<file path="src/sv/gbn_pkg.sv">
package gbn_pkg;

	localparam int MAX_WINDOW = 16;
	localparam int SEQ_WIDTH = 16;

	localparam int NUM_W = 17;
	localparam int FRAME_W = 16;
	localparam int WIN_W = 5;
	localparam int TIMER_W = 16;
	localparam int CFG_W = 16;
	localparam int CNT_W = $clog2(MAX_WINDOW + 1);

	localparam logic [FRAME_W-1:0] TIMEOUT_RESET = 16'd500;
	localparam logic [WIN_W-1:0] WINDOW_RESET = 5'd8;
	localparam logic [FRAME_W-1:0] SEQ_MASK = FRAME_W'((64'd1 << SEQ_WIDTH) - 64'd1);

	typedef enum logic [1:0] {
		OP_START = 2'd0,
		OP_ACK = 2'd1,
		OP_TICK = 2'd2
	} op_t;

	typedef enum logic [1:0] {
		KIND_NEW = 2'd0,
		KIND_RESEND = 2'd1,
		KIND_DONE = 2'd2
	} kind_t;

	typedef enum logic [1:0] {
		REG_FRAME_COUNT = 2'd0,
		REG_WINDOW_SIZE = 2'd1,
		REG_TIMEOUT = 2'd2
	} reg_idx_t;

	typedef struct packed {
		logic [FRAME_W-1:0] frame_count;
		logic [WIN_W-1:0] window_size;
		logic [FRAME_W-1:0] timeout_ticks;
	} cfg_t;

	// operands and result of the shared add/compare unit
	typedef struct packed {
		logic [NUM_W-1:0] a;
		logic [CNT_W-1:0] addend;
		logic [NUM_W-1:0] b1;
		logic [NUM_W-1:0] b2;
	} cmp_op_t;

	typedef struct packed {
		logic [NUM_W-1:0] sum;
		logic lt1;
		logic lt2;
	} cmp_res_t;

	// sequencer to result buffer
	typedef struct packed {
		logic push;
		logic close;
		logic [1:0] kind;
		logic [FRAME_W-1:0] seq;
	} buf_req_t;

	typedef struct packed {
		logic take;
		logic done;
	} buf_stat_t;

	function automatic logic [CNT_W-1:0] eff_window(input logic [WIN_W-1:0] ws);
		logic [CNT_W-1:0] w;
		if (ws == '0) begin
			w = CNT_W'(1);
		end else if (int'(ws) > MAX_WINDOW) begin
			w = CNT_W'(MAX_WINDOW);
		end else begin
			w = CNT_W'(ws);
		end
		return w;
	endfunction

	function automatic logic [FRAME_W-1:0] seq_of(input logic [NUM_W-1:0] v);
		return FRAME_W'(v) & SEQ_MASK;
	endfunction

endpackage

</file>
<file path="src/sv/gbn_in_if.sv">
interface gbn_in_if;
	logic valid;
	logic ready;
	logic [1:0] op;
	logic signed [gbn_pkg::NUM_W-1:0] ack_number;

	modport source(output valid, output op, output ack_number, input ready);
	modport sink(input valid, input op, input ack_number, output ready);
endinterface

</file>
<file path="src/sv/gbn_out_if.sv">
interface gbn_out_if;
	logic valid;
	logic ready;
	logic [1:0] kind;
	logic [gbn_pkg::FRAME_W-1:0] frame_seq;
	logic last_of_run;

	modport source(output valid, output kind, output frame_seq, output last_of_run, input ready);
	modport sink(input valid, input kind, input frame_seq, input last_of_run, output ready);
endinterface

</file>
<file path="src/sv/go_back_n_sender_window.sv">
// Channel   Dir  Payload                          Beat when
// items     in   op, ack_number                   items.valid && items.ready
// results   out  kind, frame_seq, last_of_run     results.valid && results.ready
// cfg       in   cfg_index, cfg_data              cfg_write
//
// Ack: ACK1, ACK2, FLUSH; an ignored ack skips ACK2. Tick: TICK1, FLUSH. Unknown op:
// FLUSH. Start: START, PREP, SEND, FLUSH; an empty transfer goes from START to FLUSH.
// Period end: TICK2, RESEND if unacked, PREP, SEND; completion in TICK2. Compute steps
// run through the single add/compare unit. A stalled results channel holds the sequencer.
// Reset clears the window state and loads the register defaults; no clearing pass.
module go_back_n_sender_window (
	input  logic                         clk,
	input  logic                         arst_n,
	input  logic                         cfg_write,
	input  logic [1:0]                   cfg_index,
	input  logic [gbn_pkg::CFG_W-1:0]    cfg_data,
	gbn_in_if.sink                       items,
	gbn_out_if.source                    results
);

	gbn_pkg::cfg_t cfg_q;
	gbn_pkg::cmp_op_t cmp_op;
	gbn_pkg::cmp_res_t cmp_res;
	gbn_pkg::buf_req_t req;
	gbn_pkg::buf_stat_t stat;

	always_ff @(posedge clk or negedge arst_n) begin
		if (!arst_n) begin
			cfg_q.frame_count <= '0;
			cfg_q.window_size <= gbn_pkg::WINDOW_RESET;
			cfg_q.timeout_ticks <= gbn_pkg::TIMEOUT_RESET;
		end else if (cfg_write) begin
			case (cfg_index)
				gbn_pkg::REG_FRAME_COUNT: cfg_q.frame_count <= cfg_data;
				gbn_pkg::REG_WINDOW_SIZE: cfg_q.window_size <= cfg_data[gbn_pkg::WIN_W-1:0];
				gbn_pkg::REG_TIMEOUT: cfg_q.timeout_ticks <= cfg_data;
				default: begin
				end
			endcase
		end
	end

	gbn_seq u_seq (
		.clk     (clk),
		.arst_n  (arst_n),
		.cfg     (cfg_q),
		.items   (items),
		.cmp_op  (cmp_op),
		.cmp_res (cmp_res),
		.req     (req),
		.stat    (stat)
	);

	gbn_cmp u_cmp (
		.op  (cmp_op),
		.res (cmp_res)
	);

	gbn_res_buf u_buf (
		.clk     (clk),
		.arst_n  (arst_n),
		.req     (req),
		.stat    (stat),
		.results (results)
	);

endmodule

</file>
<file path="src/sv/gbn_cmp.sv">
module gbn_cmp (
	input  gbn_pkg::cmp_op_t  op,
	output gbn_pkg::cmp_res_t res
);

	logic [gbn_pkg::NUM_W-1:0] sum;

	assign sum = op.a + gbn_pkg::NUM_W'(op.addend);

	always_comb begin
		res.sum = sum;
		res.lt1 = sum < op.b1;
		res.lt2 = sum < op.b2;
	end

endmodule

</file>
<file path="src/sv/gbn_res_buf.sv">
module gbn_res_buf (
	input  logic                clk,
	input  logic                arst_n,
	input  gbn_pkg::buf_req_t   req,
	output gbn_pkg::buf_stat_t  stat,
	gbn_out_if.source           results
);

	logic pend_valid_q;
	logic [1:0] pend_kind_q;
	logic [gbn_pkg::FRAME_W-1:0] pend_seq_q;

	logic out_valid_q;
	logic [1:0] out_kind_q;
	logic [gbn_pkg::FRAME_W-1:0] out_seq_q;
	logic out_last_q;

	logic out_free;
	logic move;
	logic move_last;

	assign out_free = !out_valid_q || results.ready;

	always_comb begin
		stat.take = req.push && (!pend_valid_q || out_free);
		stat.done = req.close && (!pend_valid_q || out_free);
		// the held result goes out once we know whether another follows it
		move = pend_valid_q && out_free && (req.push || req.close);
		move_last = req.close;
	end

	always_ff @(posedge clk or negedge arst_n) begin
		if (!arst_n) begin
			pend_valid_q <= 1'b0;
			out_valid_q <= 1'b0;
		end else begin
			if (stat.take) begin
				pend_valid_q <= 1'b1;
			end else if (move) begin
				pend_valid_q <= 1'b0;
			end
			if (out_free) begin
				out_valid_q <= move;
			end
		end
	end

	always_ff @(posedge clk) begin
		if (stat.take) begin
			pend_kind_q <= req.kind;
			pend_seq_q <= req.seq;
		end
		if (move) begin
			out_kind_q <= pend_kind_q;
			out_seq_q <= pend_seq_q;
			out_last_q <= move_last;
		end
	end

	assign results.valid = out_valid_q;
	assign results.kind = out_kind_q;
	assign results.frame_seq = out_seq_q;
	assign results.last_of_run = out_last_q;

endmodule

</file>
<file path="src/sv/gbn_seq.sv">
module gbn_seq (
	input  logic                clk,
	input  logic                arst_n,
	input  gbn_pkg::cfg_t       cfg,
	gbn_in_if.sink              items,
	output gbn_pkg::cmp_op_t    cmp_op,
	input  gbn_pkg::cmp_res_t   cmp_res,
	output gbn_pkg::buf_req_t   req,
	input  gbn_pkg::buf_stat_t  stat
);

	typedef enum logic [9:0] {
		S_IDLE   = 10'b00_0000_0001,
		S_START  = 10'b00_0000_0010,
		S_ACK1   = 10'b00_0000_0100,
		S_ACK2   = 10'b00_0000_1000,
		S_TICK1  = 10'b00_0001_0000,
		S_TICK2  = 10'b00_0010_0000,
		S_RESEND = 10'b00_0100_0000,
		S_PREP   = 10'b00_1000_0000,
		S_SEND   = 10'b01_0000_0000,
		S_FLUSH  = 10'b10_0000_0000
	} state_t;

	state_t state_q;

	logic [gbn_pkg::NUM_W-1:0] base_q;
	logic [gbn_pkg::NUM_W-1:0] next_q;
	logic [gbn_pkg::TIMER_W-1:0] timer_q;
	logic acked_q;
	logic active_q;
	logic resend_q;
	logic [gbn_pkg::NUM_W-1:0] cursor_q;
	logic [gbn_pkg::NUM_W-1:0] lim_q;
	logic [gbn_pkg::CNT_W-1:0] n_q;
	logic signed [gbn_pkg::NUM_W-1:0] ack_q;

	logic accept;
	logic room;
	logic hit;
	logic finish;
	logic [gbn_pkg::NUM_W-1:0] count_ext;
	logic [gbn_pkg::NUM_W-1:0] tmo_ext;

	assign items.ready = (state_q == S_IDLE);
	assign accept = items.valid && items.ready;
	assign count_ext = gbn_pkg::NUM_W'(cfg.frame_count);
	assign tmo_ext = (cfg.timeout_ticks == '0) ? gbn_pkg::NUM_W'(1)
		: gbn_pkg::NUM_W'(cfg.timeout_ticks);
	assign room = n_q < gbn_pkg::CNT_W'(gbn_pkg::MAX_WINDOW);

	// operand select for the shared unit
	always_comb begin
		cmp_op.a = '0;
		cmp_op.addend = '0;
		cmp_op.b1 = '1;
		cmp_op.b2 = '1;
		case (state_q)
			S_START: begin
				cmp_op.b2 = count_ext;
			end
			S_ACK1: begin
				cmp_op.a = ack_q;
				cmp_op.b1 = base_q;
				cmp_op.b2 = count_ext;
			end
			S_ACK2: begin
				cmp_op.a = ack_q;
				cmp_op.addend = gbn_pkg::CNT_W'(1);
				cmp_op.b1 = next_q;
				cmp_op.b2 = count_ext;
			end
			S_TICK1: begin
				cmp_op.a = gbn_pkg::NUM_W'(timer_q);
				cmp_op.addend = gbn_pkg::CNT_W'(1);
				cmp_op.b1 = tmo_ext;
			end
			S_TICK2: begin
				cmp_op.a = base_q;
				cmp_op.b2 = count_ext;
			end
			S_RESEND: begin
				cmp_op.a = cursor_q;
				cmp_op.b1 = next_q;
				cmp_op.b2 = count_ext;
			end
			S_PREP: begin
				cmp_op.a = base_q;
				cmp_op.addend = gbn_pkg::eff_window(cfg.window_size);
			end
			S_SEND: begin
				cmp_op.a = next_q;
				cmp_op.b1 = lim_q;
				cmp_op.b2 = count_ext;
			end
			default: begin
				cmp_op.a = '0;
			end
		endcase
	end

	always_comb begin
		hit = (state_q == S_RESEND || state_q == S_SEND) && cmp_res.lt1 && cmp_res.lt2 && room;
		finish = (state_q == S_START || state_q == S_ACK2 || state_q == S_TICK2) && !cmp_res.lt2;
		req.push = hit || finish;
		req.close = (state_q == S_FLUSH);
		if (finish) begin
			req.kind = gbn_pkg::KIND_DONE;
			req.seq = '0;
		end else if (state_q == S_RESEND) begin
			req.kind = gbn_pkg::KIND_RESEND;
			req.seq = gbn_pkg::seq_of(cursor_q);
		end else begin
			req.kind = gbn_pkg::KIND_NEW;
			req.seq = gbn_pkg::seq_of(next_q);
		end
	end

	always_ff @(posedge clk or negedge arst_n) begin
		if (!arst_n) begin
			state_q <= S_IDLE;
			base_q <= '0;
			next_q <= '0;
			timer_q <= '0;
			acked_q <= 1'b0;
			active_q <= 1'b0;
			resend_q <= 1'b0;
			cursor_q <= '0;
			lim_q <= '0;
			n_q <= '0;
			ack_q <= '0;
		end else begin
			case (state_q)
				S_IDLE: begin
					if (accept) begin
						n_q <= '0;
						case (items.op)
							gbn_pkg::OP_START: begin
								base_q <= '0;
								next_q <= '0;
								timer_q <= '0;
								acked_q <= 1'b0;
								active_q <= 1'b1;
								state_q <= S_START;
							end
							gbn_pkg::OP_ACK: begin
								ack_q <= items.ack_number;
								state_q <= S_ACK1;
							end
							gbn_pkg::OP_TICK: begin
								state_q <= S_TICK1;
							end
							default: begin
								state_q <= S_FLUSH;
							end
						endcase
					end
				end
				S_START: begin
					if (finish) begin
						if (stat.take) begin
							active_q <= 1'b0;
							state_q <= S_FLUSH;
						end
					end else begin
						state_q <= S_PREP;
					end
				end
				S_ACK1: begin
					// accept only acks in [base, count)
					if (active_q && !ack_q[gbn_pkg::NUM_W-1] && !cmp_res.lt1 && cmp_res.lt2) begin
						state_q <= S_ACK2;
					end else begin
						state_q <= S_FLUSH;
					end
				end
				S_ACK2: begin
					base_q <= cmp_res.sum;
					acked_q <= 1'b1;
					if (!cmp_res.lt1) begin
						next_q <= cmp_res.sum;
					end
					if (finish) begin
						if (stat.take) begin
							active_q <= 1'b0;
							state_q <= S_FLUSH;
						end
					end else begin
						state_q <= S_FLUSH;
					end
				end
				S_TICK1: begin
					if (!active_q) begin
						state_q <= S_FLUSH;
					end else if (cmp_res.lt1) begin
						timer_q <= gbn_pkg::TIMER_W'(cmp_res.sum);
						state_q <= S_FLUSH;
					end else begin
						// period over: clear timer and ack mark, remember whether to resend
						timer_q <= '0;
						resend_q <= !acked_q;
						acked_q <= 1'b0;
						state_q <= S_TICK2;
					end
				end
				S_TICK2: begin
					if (finish) begin
						if (stat.take) begin
							active_q <= 1'b0;
							state_q <= S_FLUSH;
						end
					end else begin
						cursor_q <= base_q;
						state_q <= resend_q ? S_RESEND : S_PREP;
					end
				end
				S_RESEND: begin
					if (hit) begin
						if (stat.take) begin
							cursor_q <= cursor_q + gbn_pkg::NUM_W'(1);
							n_q <= n_q + gbn_pkg::CNT_W'(1);
						end
					end else begin
						state_q <= S_PREP;
					end
				end
				S_PREP: begin
					lim_q <= cmp_res.sum;
					state_q <= S_SEND;
				end
				S_SEND: begin
					if (hit) begin
						if (stat.take) begin
							next_q <= next_q + gbn_pkg::NUM_W'(1);
							n_q <= n_q + gbn_pkg::CNT_W'(1);
						end
					end else begin
						state_q <= S_FLUSH;
					end
				end
				S_FLUSH: begin
					if (stat.done) begin
						state_q <= S_IDLE;
					end
				end
				default: begin
					state_q <= S_IDLE;
				end
			endcase
		end
	end

endmodule

</file>
<file path="src/flat_wrapper.sv">
// flat-port wrapper written by rule: the top's interface ports become plain ports
module go_back_n_sender_window_flat 
  (clk, arst_n, cfg_write, cfg_index, cfg_data, items_valid, items_op, items_ack_number, items_ready, results_valid, results_kind, results_frame_seq, results_last_of_run, results_ready);
  gbn_in_if items_i ();
  gbn_out_if results_i ();
  input  logic clk;
  input  logic arst_n;
  input  logic cfg_write;
  input  logic [1:0] cfg_index;
  input  logic [gbn_pkg::CFG_W-1:0] cfg_data;
  input wire logic [$bits(items_i.valid)-1:0] items_valid;
  input wire logic [$bits(items_i.op)-1:0] items_op;
  input wire logic [$bits(items_i.ack_number)-1:0] items_ack_number;
  output wire logic [$bits(items_i.ready)-1:0] items_ready;
  output wire logic [$bits(results_i.valid)-1:0] results_valid;
  output wire logic [$bits(results_i.kind)-1:0] results_kind;
  output wire logic [$bits(results_i.frame_seq)-1:0] results_frame_seq;
  output wire logic [$bits(results_i.last_of_run)-1:0] results_last_of_run;
  input wire logic [$bits(results_i.ready)-1:0] results_ready;
  assign items_i.valid = items_valid;
  assign items_i.op = items_op;
  assign items_i.ack_number = items_ack_number;
  assign items_ready = items_i.ready;
  assign results_valid = results_i.valid;
  assign results_kind = results_i.kind;
  assign results_frame_seq = results_i.frame_seq;
  assign results_last_of_run = results_i.last_of_run;
  assign results_i.ready = results_ready;
  go_back_n_sender_window u_core (.clk(clk), .arst_n(arst_n), .cfg_write(cfg_write), .cfg_index(cfg_index), .cfg_data(cfg_data), .items(items_i), .results(results_i));
endmodule
</file>
<file path="config.mk">
export PLATFORM = sky130hd
export DESIGN_NAME = go_back_n_sender_window_flat
export DESIGN_NICKNAME = d
export VERILOG_FILES = /design/src/sv/gbn_pkg.sv /design/src/sv/gbn_in_if.sv /design/src/sv/gbn_out_if.sv /design/src/sv/go_back_n_sender_window.sv /design/src/sv/gbn_cmp.sv /design/src/sv/gbn_res_buf.sv /design/src/sv/gbn_seq.sv /design/src/flat_wrapper.sv
export SDC_FILE = /design/constraint.sdc
export NUM_CORES = 1
export LEC_CHECK = 0
export BUFFER_PORTS_ARGS = -buffer_cell sky130_fd_sc_hd__buf_4
export CORE_AREA = 2 2 158 160
export DETAILED_ROUTE_END_ITERATION = 8
export DIE_AREA = 0 0 160 162
export HOLD_SLACK_MARGIN = 0.05
export PLACE_DENSITY_LB_ADDON = 0.08
export SYNTH_ARGS = -nofsm -noshare
export SYNTH_HDL_FRONTEND = slang
export SYNTH_SLANG_ARGS = --single-unit
</file>
<file path="constraint.sdc">
create_clock -name clk -period 16.7 [get_ports clk]
set_input_delay 2.505 -clock clk [delete_from_list [all_inputs] [get_ports clk]]
set_output_delay 2.505 -clock clk [all_outputs]
set_load 0.03 [all_outputs]
</file>
* Word-level counts from Yosys, hierarchy flattened *
Cells that the tools add are included.

cells by class
  divide/modulo/power cells = 0
  reduce and logical (&&, ||, !) cells = 57
  $mul = 0
  magnitude comparators = 4
  bitwise operators = 1
  shift-type cells = 0
  add/subtract/negate cells = 4
  eq/ne operators = 31
  multiplexer cells = 54

operators with widths
  kind                                            count
  two-way mux 17 bit                              10
  two-way mux 10 bit                              11
  case mux 10 bit (10 select lines)               1
  case mux 17 bit (5 select lines)                1
  two-way mux 16 bit                              5
  case mux 17 bit (2 select lines)                2
  case mux 17 bit (4 select lines)                1
  case mux 17 bit (3 select lines)                1
  adder 17 x 1 -> 17 bit, second input constant   2
  < comparator 17 bit                             2
  case mux 16 bit (2 select lines)                1
  case mux 10 bit (3 select lines)                1
  two-way mux 5 bit                               5
  case mux 5 bit (2 select lines)                 2
  != test 2 x 1 -> 1 bit, second input constant   9
  adder 17 x 5 -> 17 bit                          1
  zero test 16 bit                                1
  != test 2 bit, second input constant            8
  AND reduction 4 bit                             4
  logical AND 1 bit                               12
  nonzero test 2 bit                              6
  == test 10 x 1 -> 1 bit, second input constant  1
  == test 10 bit, second input constant           1
  == test 10 x 2 -> 1 bit, second input constant  1
  other kinds (29)                                62

storage, ports and cells
  bits in writable memories = 0
  memory bits (read-only) = 0
  input bits = 42
  latch bits = 0
  memories kept = 0
  word-level logic and storage cells = 172
  output and inout port bits = 21
  register bits after elaboration = 195

* Logic depth before layout (Yosys ltp) *
Gate-level depths: netlist (run 1).

  depth in word-level cells = 14
  mapped depth = 31
  depth with buffers taken out = 25

* Modules after synthesis *
Synthesis (run 1) repeated with hierarchy kept, for this count alone.

unflattened totals
  cell total of the unflattened synthesis = 1090
  area, all modules = 11033.1 µm²

modules (own cells, without submodules)
  module                   instances  sequential area each (µm²)  cells each  area an instance (µm²)
  gbn_seq                  1          2979.1                      799         7146.9
  go_back_n_sender_window  1          934.6                       79          1407.6
  gbn_res_buf              1          1161.1                      49          1246.2
  gbn_cmp                  1          0.0                         163         1232.4

* Least setup slack after synthesis (run 1) *
Ideal clock, no wire load.

  kind = register to register
  start = register u_core.u_seq.state_q[0]
  end = register u_core.u_buf.out_seq_q (netlist bit u_core.u_buf.results.frame_seq[0]), enable pin
  arrival time = 6.762 ns
  path slack = 9.541 ns
  required time = 16.303 ns
  clock period less this slack = 7.159 ns
  path buffers = 5
  setup time = 0.397 ns
  stages on the path, launching flop included = 30
  cells stage by stage = dfstp_2 -> buf_2 -> nor4_2 -> nand4_1 -> inv_2 -> buf_4 -> clkbuf_1 -> buf_1 -> nand2_1 -> nand3_1 -> ha_1 -> fa_1 -> a21o_1 -> a21oi_1 -> nor2b_1 -> nor2_1 -> nor4_1 -> nand4b_1 -> xor2_1 -> ha_1 -> nand4_1 -> nor2_1 -> a221o_1 -> or3_1 -> o21ba_4 -> and3_1 -> buf_6 -> nor2_1 -> a21boi_0 -> nor2b_1

RTL lines
  item                      line               RTL
  start: declaration        gbn_seq.sv:25      state_t state_q;
  start signal: assignment  gbn_seq.sv:214     state_q <= resend_q ? S_RESEND : S_PREP;
  end signal: assignment    gbn_res_buf.sv:55  out_seq_q <= pend_seq_q;
  end: declaration          gbn_res_buf.sv:15  logic [gbn_pkg::FRAME_W-1:0] out_seq_q;

==> flow_summary.ini, run 1 <==
[setup_path]
crit_required_ns = 17.03
critPathMaxFanout = 63
max_stage_delay_ns = 1.11
sort_of_element_at_the_start_of_the_critical_path = flip-flop
crit_type = reg2reg
crit_path_top_delay_cell = sky130_fd_sc_hd__a21oi_1
critical-path-top-cell-by-count = sky130_fd_sc_hd__nand4_1
type_of_destination_of_the_critical_path = flip-flop
cp_data_arrival_time_ns = 8.79

[synth]
synthArstFlopShare_pct = 81.0
synth_cell_types = 74
edff_count_synth = 37
post_synth.cell_area_avg_sq_um = 10.1
post_synth_instance_area_sq_mm = 0.0108
synth_cells = 1065
synth.yosys.seq_area_share_pct = 47.2
synth_ff_type = sky130_fd_sc_hd__dfrtp_1
yosys_warnings = 0
synth_largest_area_cell = sky130_fd_sc_hd__dfrtp_1
netlist_top_cells_area = sky130_fd_sc_hd__dfrtp_1, sky130_fd_sc_hd__edfxtp_1, sky130_fd_sc_hd__mux2_2
yosys_register_bits = 195
synth.top_cells.by_count = sky130_fd_sc_hd__dfrtp_1, sky130_fd_sc_hd__nand2_1, sky130_fd_sc_hd__a21oi_1
mappedNetlistNets = 1148
synthDominantCellAreaShare_pct = 34.9
most_instantiated_library_cell_after_synthesis = sky130_fd_sc_hd__dfrtp_1

[timing]
setup_viol_count_final = 0
fin_ws_ns = 8.24
final_min_period_over_clock_period_pct = 50.7
pins_over_their_slew_limit = 0
fin_setup_tns_ns = 0
finalClockSkew_ns = 0.0157
final.min_clock_period_ns = 8.46
rsz0062_at_grt = false
max-slew-margin-rel_pct = 11.0
fmax_mhz = 118
hold-worst-slack_ns = 0.419
final_hold_fails = 0
worst_pin_slew_ns = 1.30

[global_routing]
grt_pass1_vias = 8546
grt-ovfl-total = 0
pin_count_of_the_biggest_net_entering_global_routing = 93
grt.met3_usage_pct = 6.21
met1_usage_pct = 36.6
groute.usage.overall_pct = 26.0
groute.layer.met2.usage_pct = 39.1
grt_first_pass_wirelength_um = 51400
grt_antenna_before_repair = 0
busiest_layer = met2

[placement]
placement.cell_area_sq_mm = 0.0115
placement.setup.worst_slack_ns = 8.45
detailedPlacementHpwl_um = 23600
global_placement_routability_congestion = 0.894
placement.io_buffers = 62

[clocking]
post_cts_resize_count = 0
ctsRootBufferMaster = sky130_fd_sc_hd__clkbuf_16
clk_latency_ns = 0.45
clock_sinks = 195
number_of_cts_inserted_buffers = 17
post_cts_clock_slew_at_the_launch_and_capture_registers_of_the_worst_setup_and_hold_paths_ns = 0.07
cts-htree-levels = 4
holdBufCountCts = 0
cts_tree = yes
cts.path.max_buffers = 2
post_cts_setup_bufs = 0

[power_and_ir_drop]
ir_drop_mv = 0.0608
share_seq_of_total_power_pct = 46.8
net-switching-power_mw = 0.456
design_power_mw = 1.33
swShare_pct = 34.3
internal_pwr_total_mw = 0.873
power.static_leakage_nw = 5.18
clockPowerShare_pct = 30.0
combinationalPowerShare_pct = 23.1
power-per-cell-area_mw_per_mm2 = 110

[job]
drv.max_cap_violation_count = 0

[floorplan]
chipWidth_um = 160
design.portCount = 63
placementRows = 57
initial_util_pct = 44.6
core_sq_mm = 0.0241
die-area_sq_mm = 0.0259
die-height_um = 162

[layout]
fin_nets = 1181
final_area_sq_mm = 0.0120
final.fill_count = 2282
diodes = 0
layout-area-overhead-vs-synth_pct = 11.8
drive_gt1_share_pct = 18.8

[drt]
drt_pass1_iterations = 8
route.final.wire_length_um = 32900
drtAntennaViolNets = 0
dr.first_iter.drc_count = 804
dr_total_vias = 8907
vias_per_cell = 6.21
drc_violations_left = 0
post_drt_wl_per_cell_um = 22.9

[worst_hold_path]
hold_path.class = reg2reg

[run_status]
result_of_the_run = finished clean
logic make-up (layout without fill, tap and decap cells):
| group | after synthesis | in the layout | synth area share, % |
|---|---|---|---|
| AOI/OAI and AO/OA | 289 | 289 | 18.0 |
| xor gates and xnor gates | 22 | 22 | 1.86 |
| adders and majority gates | 41 | 41 | 4.84 |
| buffers and inverters | 77 | 123 | 3.20 |
| DFF | 195 | 195 | 47.2 |
| muxes | 73 | 73 | 7.96 |
| and+or+nand+nor | 368 | 368 | 17.0 |
worst paths after layout:
check                      depth (start not counted)                        from                                end  slack [ns]
min reg2reg                                        0  u_core.u_buf.pend_seq_q[0]  u_core.u_buf.results.frame_seq[0]        0.42
max in group asynchronous                          2                      arst_n           u_core.u_seq.cursor_q[3]       13.14
min in group asynchronous                          1                      arst_n                   u_core.cfg_q[18]        2.11
min                                                0  u_core.u_buf.pend_seq_q[0]  u_core.u_buf.results.frame_seq[0]        0.42
max reg2reg                                       26     u_core.u_seq.state_q[2]            u_core.u_seq.next_q[12]        8.24
max                                               26     u_core.u_seq.state_q[2]            u_core.u_seq.next_q[12]        8.24
flip-flops by register name, indices dropped and copies added (netlist names), 2 cells and up:
name	flops
u_core.u_seq.n_q	5
u_core.u_buf.pend_seq_q	16
u_core.u_buf.results.frame_seq	16
u_core.u_seq.base_q	17
u_core.u_seq.lim_q	17
u_core.u_seq.cursor_q	17
u_core.u_seq.ack_q	17
u_core.u_seq.state_q	10
u_core.u_buf.results.kind	2
u_core.u_buf.pend_kind_q	2
u_core.u_seq.timer_q	16
u_core.u_seq.next_q	17
u_core.cfg_q	37
routing by layer:
metal	up-vias	routed length, um
met5	-	0
met2	437	14400
met1	4348	14400
li1	4053	-
met3	69	3000
met4	0	1120
critical path, delay by kind of cell, from the launching register on:
kind,cells,cell delay [ns]
xor+xnor,1,0.61
compound gates,7,2.44
flops,1,0.54
buf+inv,3,1.31
simple gates,12,2.61
fa+ha+maj,3,0.78
placed cells by master (no fill, tap or decap), types with 11 or more instances in the layout:
master / synthesis / layout
sky130_fd_sc_hd__and3_1: 15 / 15
sky130_fd_sc_hd__a211oi_1: 14 / 14
sky130_fd_sc_hd__nand2_1: 144 / 144
sky130_fd_sc_hd__a21oi_1: 91 / 89
sky130_fd_sc_hd__o21ai_0: 48 / 48
sky130_fd_sc_hd__nor2_1: 73 / 72
sky130_fd_sc_hd__ha_1: 40 / 40
sky130_fd_sc_hd__xnor2_1: 11 / 11
sky130_fd_sc_hd__clkbuf_16: 0 / 17
sky130_fd_sc_hd__mux2_2: 60 / 60
sky130_fd_sc_hd__buf_4: 2 / 77
sky130_fd_sc_hd__nand3_1: 34 / 34
sky130_fd_sc_hd__edfxtp_1: 37 / 37
sky130_fd_sc_hd__nand4_1: 17 / 17
sky130_fd_sc_hd__o22ai_1: 14 / 14
sky130_fd_sc_hd__inv_1: 12 / 12
sky130_fd_sc_hd__a22o_1: 45 / 45
sky130_fd_sc_hd__nor3_1: 12 / 12
sky130_fd_sc_hd__dfrtp_1: 150 / 150
sky130_fd_sc_hd__a222oi_1: 15 / 15
through the flow:
stage	utilization, %	std cells
6_report	49.9	1435
5_1_grt	49.9	1435
4_1_cts	49.9	1435
3_3_place_gp	47.6	1403
2_1_floorplan	-	1065
3_5_place_dp	47.6	1403
power groups by stage:
stage,sequential [mW],combinational (mW),clock [mW]
after floorplan,0.593,0.220,0
after global placement,0.630,0.306,0
after detailed placement,0.629,0.306,0
after CTS,0.621,0.306,0.407
after global routing,0.629,0.337,0.426
final,0.622,0.307,0.399
final cells by class:
type	count	area [sq um]	area share [%]
Tap cell	324	405	3.37
Clock inverter	13	116	0.968
Timing Repair Buffer	78	589	4.90
Sequential cell	195	5070	42.2
Multi-Input combinational cell	793	5360	44.6
Inverter	13	48.8	0.406
Clock buffer	19	433	3.60
Note: power is estimated with default switching activity, not from simulation.
==> run 2, diff against run 1 <==
clock period = 8.7 ns   (was 16.7 ns; I/O delays follow)
==> run 2 against run 1 <==
Clock-buffer cell count shrank 2. Critical path depth shrank 5. Sequential cell count is the same. Hold slack gained 0.0014 ns. Combinational power grew 96%. Die area is the same. Largest power group unchanged. Maximum frequency grew 9.9%. Clock skew shrank 0.0018 ns. Wire length shrank 0.62%. Power grew 95%. Global-route usage shrank 0.25 points. Critical path type unchanged.
==> flow_summary.ini, run 2 (synthesis gave the netlist of run 1 again) <==
[clocking]
cts_tree = yes
post_cts_resize_count = 0
clock_sinks = 195
post_cts_setup_bufs = 0
number_of_cts_inserted_buffers = 17
holdBufCountCts = 0
post_cts_clock_slew_at_the_launch_and_capture_registers_of_the_worst_setup_and_hold_paths_ns = 0.08
clk_latency_ns = 0.45
ctsRootBufferMaster = sky130_fd_sc_hd__clkbuf_16
cts-htree-levels = 4
cts.path.max_buffers = 2

[global_routing]
pin_count_of_the_biggest_net_entering_global_routing = 90
grt_first_pass_wirelength_um = 51200
grt_pass1_vias = 8569
groute.usage.overall_pct = 25.7
grt-ovfl-total = 0
grt_antenna_before_repair = 0

[timing]
setup_viol_count_final = 0
worst_pin_slew_ns = 1.02
final_min_period_over_clock_period_pct = 88.5
fin_setup_tns_ns = 0
final_hold_fails = 0
max-slew-margin-rel_pct = 32.1
fin_ws_ns = 1.00
pins_over_their_slew_limit = 0
fmax_mhz = 130
rsz0062_at_grt = false
final.min_clock_period_ns = 7.70
finalClockSkew_ns = 0.0139

[setup_path]
cp_data_arrival_time_ns = 8.04
worst_setup_sp = u_core.u_seq.state_q[2]
crit_required_ns = 9.04
type_of_destination_of_the_critical_path = flip-flop
critPathMaxFanout = 22
crit_path_cell_trace = or4_1 > nor3_4 > buf_4 > a222oi_1 > nand3_1 > ha_1 > nand2_1 > o21ai_0 > nor4b_2 > nand3_1 > xor2_1 > ha_1 > nand4_1 > nor2_1 > a221o_1 > or3_1 > o21ba_4 > nand4_1 > a21oi_1 > o21ai_0 > a22o_1
sort_of_element_at_the_start_of_the_critical_path = flip-flop
crit_path_top_delay_cell = sky130_fd_sc_hd__a21oi_1
max_stage_delay_ns = 0.89
crit_type = reg2reg
worstReg2RegStart = u_core.u_seq.state_q[2]

[drt]
drc_violations_left = 0
dr.first_iter.drc_count = 1048
vias_per_cell = 6.20
drt_pass1_iterations = 7
drtAntennaViolNets = 0
route.final.wire_length_um = 32700
dr_total_vias = 8922
post_drt_wl_per_cell_um = 22.7

[floorplan]
initial_util_pct = 44.6
chipWidth_um = 160
placementRows = 57
die-height_um = 162
design.portCount = 63
core_sq_mm = 0.0241
die-area_sq_mm = 0.0259

[placement]
detailedPlacementHpwl_um = 23700
global_placement_routability_congestion = 0.929
placed_cells = 1408
placement.io_buffers = 62
placement.setup.worst_slack_ns = 1.08

[power_and_ir_drop]
combinationalPowerShare_pct = 23.2
power.static_leakage_nw = 5.21
share_seq_of_total_power_pct = 45.9
design_power_mw = 2.59
clockPowerShare_pct = 30.9
swShare_pct = 35.0
power-per-cell-area_mw_per_mm2 = 214
net-switching-power_mw = 0.907
ir_drop_mv = 0.111
internal_pwr_total_mw = 1.69

[layout]
largest_reg_flops = 37
final-instance-count-excl-fill = 1440
most-common-layout-cells = sky130_fd_sc_hd__dfrtp_1, sky130_fd_sc_hd__nand2_1, sky130_fd_sc_hd__a21oi_1
final.fill_count = 2271
largest_register = u_core.cfg_q
final_common_cell = sky130_fd_sc_hd__dfrtp_1
layout-area-overhead-vs-synth_pct = 12.5
diodes = 0
drive_gt1_share_pct = 19.3
fin_nets = 1186

[worst_hold_path]
worstHoldStart = u_core.u_buf.pend_seq_q[1]
hold_path.class = reg2reg

[job]
drv.max_cap_violation_count = 0

[run_status]
result_of_the_run = finished clean
-- run 2: final timing paths --
kind                                                           to  slack, ns  cells after the start
max in group asynchronous                  u_core.u_seq.next_q[2]       6.36                      2
worst max register to register             u_core.u_seq.next_q[7]       1.00                     21
worst min register to register  u_core.u_buf.results.frame_seq[1]       0.42                      0
min in group asynchronous                        u_core.cfg_q[18]       0.91                      1
worst max-delay path                       u_core.u_seq.next_q[7]       1.00                     21
worst min-delay path            u_core.u_buf.results.frame_seq[1]       0.42                      0
-- run 2: layer usage --
| layer | wire [um] | track usage [%] | vias to the layer above |
|---|---|---|---|
| li1 | - | - | 4055 |
| met1 | 14900 | 36.9 | 4369 |
| met2 | 14300 | 39.3 | 438 |
| met3 | 2660 | 4.78 | 60 |
| met4 | 894 | 9.25 | 0 |
| met5 | 0 | 0 | - |
-- run 2: cell type report --
| type | count | area (sq um) | area share, % |
|---|---|---|---|
| Multi-Input combinational cell | 793 | 5360 | 44.3 |
| Sequential cell | 195 | 5070 | 41.9 |
| Tap cell | 324 | 405 | 3.35 |
| Inverter | 13 | 48.8 | 0.403 |
| Clock buffer | 17 | 425 | 3.52 |
| Timing Repair Buffer | 83 | 627 | 5.18 |
| Clock inverter | 15 | 165 | 1.36 |
-- run 2: critical path: cells and delay by family, from the launching register on --
family / cells / cell delay (ns)
AOI/OAI and AO/OA: 7 / 2.48
xor gates and xnor gates: 1 / 0.65
adders and majority gates: 2 / 0.57
buffers and inverters: 1 / 0.42
DFF: 1 / 0.51
and+or+nand+nor: 10 / 2.96
-- run 2: power groups by stage --
| stage | Sequential, mW | Combinational, mW | Clock [mW] |
|---|---|---|---|
| 2_1_floorplan | 1.14 | 0.422 | 0 |
| 3_3_place_gp | 1.21 | 0.594 | 0 |
| 3_5_place_dp | 1.20 | 0.594 | 0 |
| 4_1_cts | 1.19 | 0.596 | 0.811 |
| 5_1_grt | 1.20 | 0.655 | 0.846 |
| 6_report | 1.19 | 0.602 | 0.801 |
-- run 2: through the flow --
stage,hold WS [ns],utilization [%],area (sq um)
finish,0.420,50.2,12100
global route,0.424,50.2,12100
CTS,0.422,50.2,12100
detailed placement,0.405,47.8,11500
global placement,0.400,47.8,11500
floorplan,0.400,-,10800
==> run 3, diff against run 2 <==
BUFFER_PORTS_ARGS = -buffer_cell sky130_fd_sc_hd__buf_2   (was -buffer_cell sky130_fd_sc_hd__buf_4)
clock period = 7.21 ns   (was 8.7 ns; I/O delays follow)
==> run 3 against run 2 <==
Power up 23%. Final area up 0.52%. Sequential cell count unchanged. Critical path type unchanged. Largest cell class unchanged. Largest power group unchanged.
==> flow_summary.ini, run 3 (synthesis gave the netlist of run 1 again) <==
[global_routing]
grt-ovfl-total = 0
grt_pass1_vias = 8529
groute.usage.overall_pct = 26.6
pin_count_of_the_biggest_net_entering_global_routing = 102
grt_first_pass_wirelength_um = 52500
grt_antenna_before_repair = 0

[floorplan]
die-area_sq_mm = 0.0259
chipWidth_um = 160
design.portCount = 63
core_sq_mm = 0.0241
placementRows = 57
die-height_um = 162
initial_util_pct = 44.6

[layout]
fin_nets = 1208
drive_gt1_share_pct = 21.3
finalCoreUtilization_pct = 50.5
layout-area-overhead-vs-synth_pct = 13.1
final.fill_count = 2279
diodes = 0
largest_reg_flops = 37
most-common-layout-cells = sky130_fd_sc_hd__dfrtp_1, sky130_fd_sc_hd__nand2_1, sky130_fd_sc_hd__a21oi_1
final_common_cell = sky130_fd_sc_hd__dfrtp_1
final_area_sq_mm = 0.0122
largest_register = u_core.cfg_q

[timing]
final.min_clock_period_ns = 6.83
worst_pin_slew_ns = 1.18
fmax_mhz = 146
fin_setup_tns_ns = 0
rsz0062_at_grt = false
max-slew-margin-rel_pct = 21.3
final_min_period_over_clock_period_pct = 94.7
hold-worst-slack_ns = 0.421
finalClockSkew_ns = 0.0174
setup_viol_count_final = 0
final_hold_fails = 0
pins_over_their_slew_limit = 0

[clocking]
clk_latency_ns = 0.45
clock_sinks = 195
cts.path.max_buffers = 2
cts_tree = yes
holdBufCountCts = 0
ctsRootBufferMaster = sky130_fd_sc_hd__clkbuf_16
number_of_cts_inserted_buffers = 17
cts-htree-levels = 4
post_cts_clock_slew_at_the_launch_and_capture_registers_of_the_worst_setup_and_hold_paths_ns = 0.08

[power_and_ir_drop]
net-switching-power_mw = 1.09
clockPowerShare_pct = 31.7
power-per-cell-area_mw_per_mm2 = 262
swShare_pct = 34.1
combinationalPowerShare_pct = 23.3
share_seq_of_total_power_pct = 45.0
ir_drop_mv = 0.154
internal_pwr_total_mw = 2.10
power.static_leakage_nw = 5.30

[setup_path]
crit_path_cell_trace = or4_4 > nor3b_4 > or2_1 > buf_4 > nand2_1 > nand3_1 > ha_1 > nand2_1 > o21ai_0 > nor4b_2 > nand3_1 > xnor2_2 > ha_1 > nand4_1 > or4_1 > or3_1 > o21ba_4 > and3_1 > nor4_4 > buf_4 > mux2_2
crit_type = reg2reg
crit_path_top_delay_cell = sky130_fd_sc_hd__or4_4
critPathMaxFanout = 17
cp_data_arrival_time_ns = 7.16
sort_of_element_at_the_start_of_the_critical_path = flip-flop
crit_required_ns = 7.54
max_stage_delay_ns = 0.63
reg2regPathDepth = 21
type_of_destination_of_the_critical_path = flip-flop

[drt]
route.final.wire_length_um = 34000
vias_per_cell = 6.15
drt_pass1_iterations = 9
dr.first_iter.drc_count = 1136
dr_total_vias = 8992
post_drt_wl_per_cell_um = 23.3
drtAntennaViolNets = 0
drc_violations_left = 0

[placement]
global_placement_routability_congestion = 0.981
detailedPlacementHpwl_um = 24800
placement.io_buffers = 62
placement.cell_area_sq_mm = 0.0115

[worst_hold_path]
whs_path_depth = 0
hold_path.class = reg2reg

[job]
drv.max_cap_violation_count = 0

[run_status]
result_of_the_run = finished clean
run 3: per-layer routing:
metal  track usage (%)  up-vias  routed length, um
met5                 0        -                  0
met2              40.9      406              15100
met1              39.3     4410              15800
li1                  -     4116                  -
met4              8.48        0                901
met3              3.29       60               2260
run 3: layout make-up:
class	count	area [sq um]	share of cell area (%)
Multi-Input combinational cell	793	5380	44.2
Sequential cell	195	5070	41.7
Timing Repair Buffer	105	639	5.26
Clock buffer	17	425	3.50
Tap cell	324	405	3.33
Clock inverter	15	189	1.55
Inverter	13	48.8	0.401
run 3: path summary, 6_finish.rpt:
kind | start | to | slack [ns]
setup / recovery | u_core.u_seq.state_q[5] | u_core.u_seq.ack_q[4] | 0.38
hold / removal | u_core.u_buf.pend_seq_q[3] | u_core.u_buf.results.frame_seq[3] | 0.42
setup reg to reg | u_core.u_seq.state_q[5] | u_core.u_seq.ack_q[4] | 0.38
hold reg to reg | u_core.u_buf.pend_seq_q[3] | u_core.u_buf.results.frame_seq[3] | 0.42
max in group asynchronous | arst_n | u_core.u_seq.timer_q[6] | 5.06
min in group asynchronous | arst_n | u_core.cfg_q[16] | 0.77
run 3: power by group through the flow:
| stage | sequential, mW | combinational (mW) | clock, mW |
|---|---|---|---|
| finish | 1.43 | 0.742 | 1.01 |
| global route | 1.45 | 0.809 | 1.07 |
| CTS | 1.43 | 0.734 | 1.03 |
| detailed placement | 1.45 | 0.729 | 0 |
| global placement | 1.45 | 0.729 | 0 |
| floorplan | 1.37 | 0.509 | 0 |
run 3: through the flow:
step	setup slack [ns]	total power [mW]	instances
floorplan	0.0510	1.88	1065
global placement	0.349	2.18	1427
detailed placement	0.245	2.18	1427
CTS	0.216	3.19	1459
global route	0.0400	3.33	1462
finish	0.381	3.18	1462
run 3: what timing repair did:
action / in CTS / in global routing
gates resized for setup: 0 / 5
hold endpoints to repair: 0 / 0
setup endpoints to repair: 0 / 97
buffers inserted: 0 / 3
run 3: worst max-delay path: cells and delay by family (launching register included):
family                   cells  cell delay (ns)
flip-flops                   1             0.52
multiplexers                 1             0.37
adder cells (fa/ha/maj)      2             0.45
buffers and inverters        2             0.64
AND/OR/NAND/NOR             13             3.73
AO/OA/AOI/OAI                2             0.58
XOR/XNOR                     1             0.40
